**config.mk**
```make
export PLATFORM = sky130hd
export DESIGN_NAME = sorted_interval_overlap_finder
export DESIGN_NICKNAME = d
export VERILOG_FILES = /design/src/design/sioff_pkg.sv /design/src/design/sioff_sweep.sv /design/src/design/sorted_interval_overlap_finder.sv
export SDC_FILE = /design/constraint.sdc
export NUM_CORES = 2
export LEC_CHECK = 0
export ABC_CLOCK_PERIOD_IN_PS = 43100
export BUFFER_PORTS_ARGS = -buffer_cell sky130_fd_sc_hd__buf_2
export CAP_MARGIN = 30
export CORE_ASPECT_RATIO = 0.75
export CORE_MARGIN = 5
export CORE_UTILIZATION = 40
export CTS_CLUSTER_SIZE = 30
export DETAILED_ROUTE_END_ITERATION = 8
export MAX_ROUTING_LAYER = met4
export PLACE_DENSITY = 0.65
export SLEW_MARGIN = 20
export SYNTH_ARGS = -nofsm -noshare
export SYNTH_HDL_FRONTEND = slang
export SYNTH_SLANG_ARGS = --single-unit
```
**constraint.sdc**
```tcl
create_clock -name clk -period 43.1 [get_ports clk]
set_input_delay 8.62 -clock clk [delete_from_list [all_inputs] [get_ports clk]]
set_output_delay 8.62 -clock clk [all_outputs]
set_load 0.1 [all_outputs]
```
**src/design/sioff_pkg.sv**
```systemverilog
// Shared types and helpers for the sorted interval overlap finder.
// Holds the channel word structs, the internal stage structs and the size class function.
// No dependencies.
package sioff_pkg;

	localparam int OFF_W   = 63;
	localparam int LEN_W   = 32;
	localparam int END_W   = 64;
	localparam int CLASS_W = 6;

	typedef struct packed {
		logic             first;
		logic [OFF_W-1:0] range_offset;
		logic [LEN_W-1:0] range_length;
	} range_word_t;

	typedef struct packed {
		logic [OFF_W-1:0]   overlap_offset;
		logic [LEN_W-1:0]   overlap_length;
		logic [CLASS_W-1:0] size_class;
	} overlap_word_t;

	// One range as the sweep sees it: start and exclusive end.
	typedef struct packed {
		logic             first;
		logic [END_W-1:0] start;
		logic [END_W-1:0] stop;
	} sweep_item_t;

	typedef struct packed {
		logic             hit;
		logic [OFF_W-1:0] offset;
		logic [LEN_W-1:0] length;
	} sweep_result_t;

	// Ceiling log2 of a nonzero length: bit length of (len - 1).
	function automatic logic [CLASS_W-1:0] size_class_of(input logic [LEN_W-1:0] len);
		logic [LEN_W-1:0]   lm1;
		logic [CLASS_W-1:0] c;
		lm1 = len - {{(LEN_W-1){1'b0}}, 1'b1};
		c = '0;
		for (int i = 0; i < LEN_W; i++) begin
			if (lm1[i]) begin
				c = CLASS_W'(i + 1);
			end
		end
		return c;
	endfunction

endpackage

```
**src/design/sioff_sweep.sv**
```systemverilog
// Sweep state (coverage end, reported end) and the overlap decision for one range.
// Depends on sioff_pkg for the item and result structs.
module sioff_sweep #(
	parameter int LEN_BITS = 32
) (
	input  logic                   clk,
	input  logic                   arst_n,
	input  logic                   en,
	input  sioff_pkg::sweep_item_t item,
	output sioff_pkg::sweep_result_t result
);

	localparam logic [sioff_pkg::END_W-1:0] LenMask =
		(sioff_pkg::END_W'(1) << LEN_BITS) - sioff_pkg::END_W'(1);

	logic [sioff_pkg::END_W-1:0] cov_q, rep_q;
	logic                        any_q;
	logic [sioff_pkg::END_W-1:0] cov_d, rep_d;
	logic                        any_d;

	logic [sioff_pkg::END_W-1:0] cov_base, rep_base;
	logic                        any_base;
	logic [sioff_pkg::END_W-1:0] ov_off, ov_end, diff, sat;
	logic                        hit;

	always_comb begin
		// a first range starts a fresh sweep
		cov_base = item.first ? '0 : cov_q;
		rep_base = item.first ? '0 : rep_q;
		any_base = item.first ? 1'b0 : any_q;

		cov_d  = cov_base;
		rep_d  = rep_base;
		any_d  = any_base;
		hit    = 1'b0;
		ov_off = item.start;
		ov_end = item.stop;
		diff   = '0;
		sat    = '0;

		if (item.start >= cov_base) begin
			cov_d = item.stop;
		end else begin
			if (item.stop > cov_base) begin
				ov_end = cov_base;
				cov_d  = item.stop;
			end
			hit = 1'b1;
			// trim the front of the overlap against what was already reported
			if (any_base && rep_base > item.start) begin
				if (rep_base >= ov_end) begin
					hit = 1'b0;
				end else begin
					ov_off = rep_base;
				end
			end
			diff = ov_end - ov_off;
			if (diff == '0) begin
				hit = 1'b0;
			end
			sat = (diff > LenMask) ? LenMask : diff;
			if (hit) begin
				rep_d = ov_off + sat;
				any_d = 1'b1;
			end
		end
	end

	always_ff @(posedge clk or negedge arst_n) begin
		if (!arst_n) begin
			cov_q <= '0;
			rep_q <= '0;
			any_q <= 1'b0;
		end else if (en) begin
			cov_q <= cov_d;
			rep_q <= rep_d;
			any_q <= any_d;
		end
	end

	assign result.hit    = hit;
	assign result.offset = ov_off[sioff_pkg::OFF_W-1:0];
	assign result.length = sat[sioff_pkg::LEN_W-1:0];

endmodule

```
**src/design/sorted_interval_overlap_finder.sv**
```systemverilog
// Top level of the sorted interval overlap finder: input stage, sweep, result stage.
// Depends on sioff_pkg and sioff_sweep.
//
// Usage:
//   range channel: range_valid/range_ready/range_word carry one byte range per
//   word (first flag, offset, length). Ranges of one list arrive sorted by
//   offset; first = 1 on a word restarts the sweep before that range is used.
//   Only the low LEN_BITS bits of range_length count.
//   overlap channel: overlap_valid/overlap_ready/overlap_word carry zero or one
//   word per range: the newly overlapped part (offset, length) and its
//   ceiling log2 size class.
// Throughput: one range per cycle while overlap_ready is high; the sweep state
//   update is compare and subtract logic between the input stage and the
//   result stage.
// Path: a range goes from the input stage through the sweep and res_s2 into the
//   result stage on overlap_valid. Ranges with no overlap leave no word there.
// Reset: arst_n clears the sweep state and empties all stages.
// Stall: while overlap_ready is low the stages fill; range_ready drops only
//   when every stage holds a word, and nothing is lost or repeated.
module sorted_interval_overlap_finder #(
	parameter int LEN_BITS = 32
) (
	input  logic                     clk,
	input  logic                     arst_n,
	input  logic                     range_valid,
	output logic                     range_ready,
	input  sioff_pkg::range_word_t   range_word,
	output logic                     overlap_valid,
	input  logic                     overlap_ready,
	output sioff_pkg::overlap_word_t overlap_word
);

	localparam logic [sioff_pkg::LEN_W-1:0] LenMask =
		sioff_pkg::LEN_W'((64'd1 << LEN_BITS) - 64'd1);

	logic                      s1_valid_q;
	sioff_pkg::sweep_item_t    item_s1;
	logic                      s2_valid_q;
	sioff_pkg::sweep_result_t  res_s2;
	sioff_pkg::sweep_result_t  res;
	logic                      out_valid_q;
	sioff_pkg::overlap_word_t  out_q;

	logic out_adv, s2_adv, s1_adv;

	assign out_adv     = !out_valid_q || overlap_ready;
	assign s2_adv      = !s2_valid_q || out_adv;
	assign s1_adv      = !s1_valid_q || s2_adv;
	assign range_ready = s1_adv;

	always_ff @(posedge clk or negedge arst_n) begin
		if (!arst_n) begin
			s1_valid_q  <= 1'b0;
			s2_valid_q  <= 1'b0;
			out_valid_q <= 1'b0;
		end else begin
			if (s1_adv) begin
				s1_valid_q <= range_valid;
			end
			if (s2_adv) begin
				s2_valid_q <= s1_valid_q && res.hit;
			end
			if (out_adv) begin
				out_valid_q <= s2_valid_q;
			end
		end
	end

	// input stage: precompute the exclusive end of the range
	always_ff @(posedge clk) begin
		if (s1_adv && range_valid) begin
			item_s1.first <= range_word.first;
			item_s1.start <= {1'b0, range_word.range_offset};
			item_s1.stop  <= {1'b0, range_word.range_offset}
				+ {{(sioff_pkg::END_W-sioff_pkg::LEN_W){1'b0}},
				   range_word.range_length & LenMask};
		end
	end

	sioff_sweep #(
		.LEN_BITS(LEN_BITS)
	) u_sweep (
		.clk    (clk),
		.arst_n (arst_n),
		.en     (s1_valid_q && s2_adv),
		.item   (item_s1),
		.result (res)
	);

	always_ff @(posedge clk) begin
		if (s2_adv) begin
			res_s2 <= res;
		end
	end

	// result stage: add the size class
	always_ff @(posedge clk) begin
		if (out_adv && s2_valid_q) begin
			out_q.overlap_offset <= res_s2.offset;
			out_q.overlap_length <= res_s2.length;
			out_q.size_class     <= sioff_pkg::size_class_of(res_s2.length);
		end
	end

	assign overlap_valid = out_valid_q;
	assign overlap_word  = out_q;

endmodule
```
Word level (Yosys, flattened, before mapping)
Index checks and enable logic that the tools add are counted.
- register bits: 456
- logic and storage cells: 87
- output and inout port bits: 103
- mux-type cells: 52
- reduce and logical (&&, ||, !) cells: 12
- $add $sub $neg: 4
- magnitude comparators: 5
- operator list (operator ; number):
    $mux 64 ; 12
    $mux 6 ; 30
    $add 63x32->64 ; 1
    $add 64x64->64 ; 1
    $ge 63x64->1 ; 1
    $ge 64x64->1 ; 1
    $gt 64x32->1 const B ; 1
    $gt 64x63->1 ; 1
    $gt 64x64->1 ; 1
    $logic_not 64->1 ; 1
    $sub 64x64->64 ; 1
    $mux 63 ; 1
    $sub 32x1->32 const B ; 1
    $mux 1 ; 9
    $logic_and 1x1->1 ; 5
    $logic_not 1->1 ; 3
    $logic_or 1x1->1 ; 3

Longest topological paths before layout
- depth in word-level cells: 32
- gate-level depth with buffers: 58
- depth with buffers taken out: 51

Hierarchy
From an unflattened synthesis, not the netlist that was laid out.
- cells, all modules: 3945
- area, all modules: 35834.4 sq um
- by module, submodules not included (module ; seq. area each (sq um) ; cells each ; instances ; area an instance (sq um)):
    sioff_sweep ; 3228.1 ; 3031 ; 1 ; 22120.0
    sorted_interval_overlap_finder ; 9804.4 ; 914 ; 1 ; 13714.4

Worst setup path before layout
OpenSTA, ideal clock, no wires.
- path type: input-to-output
- start point: input overlap_ready
- end point: output range_ready
- setup slack: 24856 ps
- stages on the path: 1
- arrival time: 9624 ps
- data required time: 34480 ps
- path through: nand4b_1
- cells in the longest elaborated chain, start to end: 3
- ends and longest elaborated chain (what ; RTL line ; text):
    start, declared ; sorted_interval_overlap_finder.sv:29 ; input logic overlap_ready,
    $logic_or 1x1->1 ; sorted_interval_overlap_finder.sv:46 ; assign out_adv = !out_valid_q || overlap_ready;
    $logic_or 1x1->1 ; sorted_interval_overlap_finder.sv:47 ; assign s2_adv = !s2_valid_q || out_adv;
    $logic_or 1x1->1 ; sorted_interval_overlap_finder.sv:48 ; assign s1_adv = !s1_valid_q || s2_adv;
    end, declared ; sorted_interval_overlap_finder.sv:26 ; output logic range_ready,
Every way passes these cells.

Final worst setup path
Ends and elaborated chain as after synthesis.

==> summary.md <==
| Metric | Value |
|---|---|
| Worst stage delay on the critical path | 450 ps |
| Synth Instances | 3787 |
| Register area | 13000 um2 |
| Most frequent cells in the layout | ha_1, nand2_1, edfxtp_1, inv_1, a21oi_1 |
| Syn avg cell area | 9.39 um2 |
| Layout area overhead | 11.2% |
| Hold path start | res_s2[94] |
| Placement Rows | 94 |
| DRC | 0 |
| Vias | 29.1k |
| Worst-path clk slew | 70 ps |
| H-tree Lvls | 2 |
| Worst Setup Path Type | primary input to output pin |
| I/O pins | 203 |
| # setup viols final | 0 |
| ANT nets after route | 0 |
| Max-Cap Viols | 0 |
| Yosys reg bits | 456 |
| GRT Total Usage | 0.229 |
| Critical Path AT | 9300 ps |
| Vias in the first global route | 27.4k |
| Starting Density | 0.404 |
| DIE AREA | 95000 um2 |
| Critical Path RT | 34480 ps |
| Clock Skews | 51.6 ps |
| Drt total wl | 108000 um |
| Initial antenna violation count | 3 |
| Sequential-to-total area share from yosys stat | 0.366 |
| First-pass GRT wire length | 165000 um |
| DP HPWL | 84300 um |
| Vias per cell | 5.64 |
| Clock Sinks | 456 |
| Die height | 268 um |
| Status | completed |
| Routed length per instance | 21.0 um |
| Top delay family on crit path | buffers and inverters |
| CTS Hold Bufs | 0 |
| Critical path, cell by cell | buf_2, nand4b_1, buf_2 |
| Gpl congestion | 0.953 |
| Die width | 354 um |
| Yosys cell types | 97 |
| Reg-to-Reg End | u_sweep.rep_q[63] |
| Fraction of registers with async set/reset | 0.289 |
| Worst Max-Slew Pin Slew | 976 ps |
| Largest net degree at the start of global routing | 133 |
| Crit path buf inv count | 2 |
| CP startpoint kind | primary input |
| Most used cell, CP | buf_2 |
| Initial detailed-routing violation count | 2869 |
| Worst hold slack | 410 ps |
| Core area | 88000 um2 |
| Hold Crit Class | flop to flop |
| Slew Viols, Final | 0 |
| Critical Path Sink Type | output pin |
| Max clock buf depth | 3 |
| Skew-Pair Late Insertion Delay | 630 ps |
| Lkg Pwr | 0.0171 uW |
| Hold Crit Depth | 0 |
| Hold Path Sink | overlap_word[100] |
| EDFF count, synth | 324 |
| Most common cell after layout, fill and taps aside | ha_1 |
| Synthesized area | 35600 um2 |
| CTS Buf Count | 50 |
| Reg-to-Reg Start | item_s1[128] |
| Fin Setup TNS | 0 ps |
| Nets@finish | 4478 |
| Final hold vios | 0 |
| Crit-path slowest cell | buf_2 |
| Fin crit share | 0.416 |
| Yosys warnings | 0 |
| CTS resizes | 0 |
| Multi-input logic area | 20900 um2 |
| Relative max-transition margin | 0.349 |
| CTS tree | built |
| Layout cells sized above 1 | 0.104 |
| Port Buffers | 202 |
| Pwr dens | 63.0 nW/um2 |
| Reg2reg path depth | 54 |
| Final period demand of the worst path | 17920 ps |
| Fillers | 8487 |
| Fmax | 0.0558 GHz |
| Main synth FF type | edfxtp_1 |
| DR pass1 iterations | 5 |
| Max IR drop VDD | 0.0000338 V |
| CP max FO | 3 |
| RSZ-0062 raised after global routing | false |
| Grt total ovfl | 0 |
| Clk root buf | clkbuf_16 |
| Setup Buffers After CTS | 0 |
| Setup slack, reg-to-reg | 25820 ps |
[state kept, by name, summed over array words and instances (netlist names)]
register       count
overlap_word     101
res_s2            95
u_sweep.rep_q     64
item_s1          128
s2_valid_q         1
overlap_valid      1
s1_valid_q         1
u_sweep.any_q      1
u_sweep.cov_q     64
[worst max-delay path by stage]
stage	cells past startpoint	from	to
after floorplan	1	overlap_ready	range_ready
after global placement	3	overlap_ready	range_ready
after detailed placement	3	overlap_ready	range_ready
after CTS	3	overlap_ready	range_ready
after global routing	54	item_s1[128]	u_sweep.rep_q[63]
final	3	overlap_ready	range_ready
[logic make-up (layout without fill, tap and decap cells)]
family | Yosys count | after routing | share of synthesized area
muxes | 199 | 199 | 0.0579
xor gates and xnor gates | 166 | 166 | 0.0409
buffers and inverters | 458 | 644 | 0.0503
and+or+nand+nor | 1089 | 1089 | 0.156
adders and majority gates | 417 | 417 | 0.147
DFF | 456 | 456 | 0.366
other | 1 | 32 | 0.000105
AOI/OAI and AO/OA | 1001 | 1001 | 0.181
[per-layer routing]
layer	wire length [um]	vias up	track usage
met4	2210	0	0.0479
met3	9320	120	0.0452
met5	0	-	-
met1	56800	13700	0.363
li1	-	14200	-
met2	39700	1075	0.294
[where the power goes]
group	switching (uW)	internal [uW]	total [uW]
sequential	82.9	634	717
combinational	898	439	1340
clock	192	245	437
[metrics by stage]
step | setup slack (ps) | area [um2] | instances | power, uW | util
2_1_floorplan | 24860 | 35700 | 3817 | 1690 | -
3_3_place_gp | 25190 | 37800 | 5058 | 2020 | 0.430
3_5_place_dp | 25190 | 37800 | 5059 | 2030 | 0.430
4_1_cts | 25190 | 39500 | 5153 | 2480 | 0.449
5_1_grt | 24920 | 39500 | 5156 | 2660 | 0.450
6_report | 25180 | 39500 | 5156 | 2490 | 0.450
[cell type report]
type                            count  area share
Clock inverter                     35     0.00914
Sequential cell                   456       0.330
Inverter                          319      0.0303
Multi-Input combinational cell   2903       0.529
Timing Repair Buffer              231      0.0326
Antenna cell                        1   0.0000633
Tap cell                         1152      0.0364
Clock buffer                       59      0.0330
[synth_stat cells, types with 70 or more instances]
cell type | instances | share of area
ha_1 | 414 | 0.15
nand2_1 | 332 | 0.035
edfxtp_1 | 324 | 0.27
inv_1 | 318 | 0.034
a21oi_1 | 307 | 0.043
o21ai_0 | 201 | 0.028
nor2_1 | 171 | 0.018
nor2b_1 | 160 | 0.028
mux2i_1 | 145 | 0.041
a21o_1 | 138 | 0.029
dfrtp_1 | 132 | 0.093
clkbuf_1 | 111 | 0.012
xnor2_1 | 101 | 0.025
nand4_1 | 91 | 0.016
nand3_1 | 70 | 0.0098
Power figures use the tool's default switching activity.
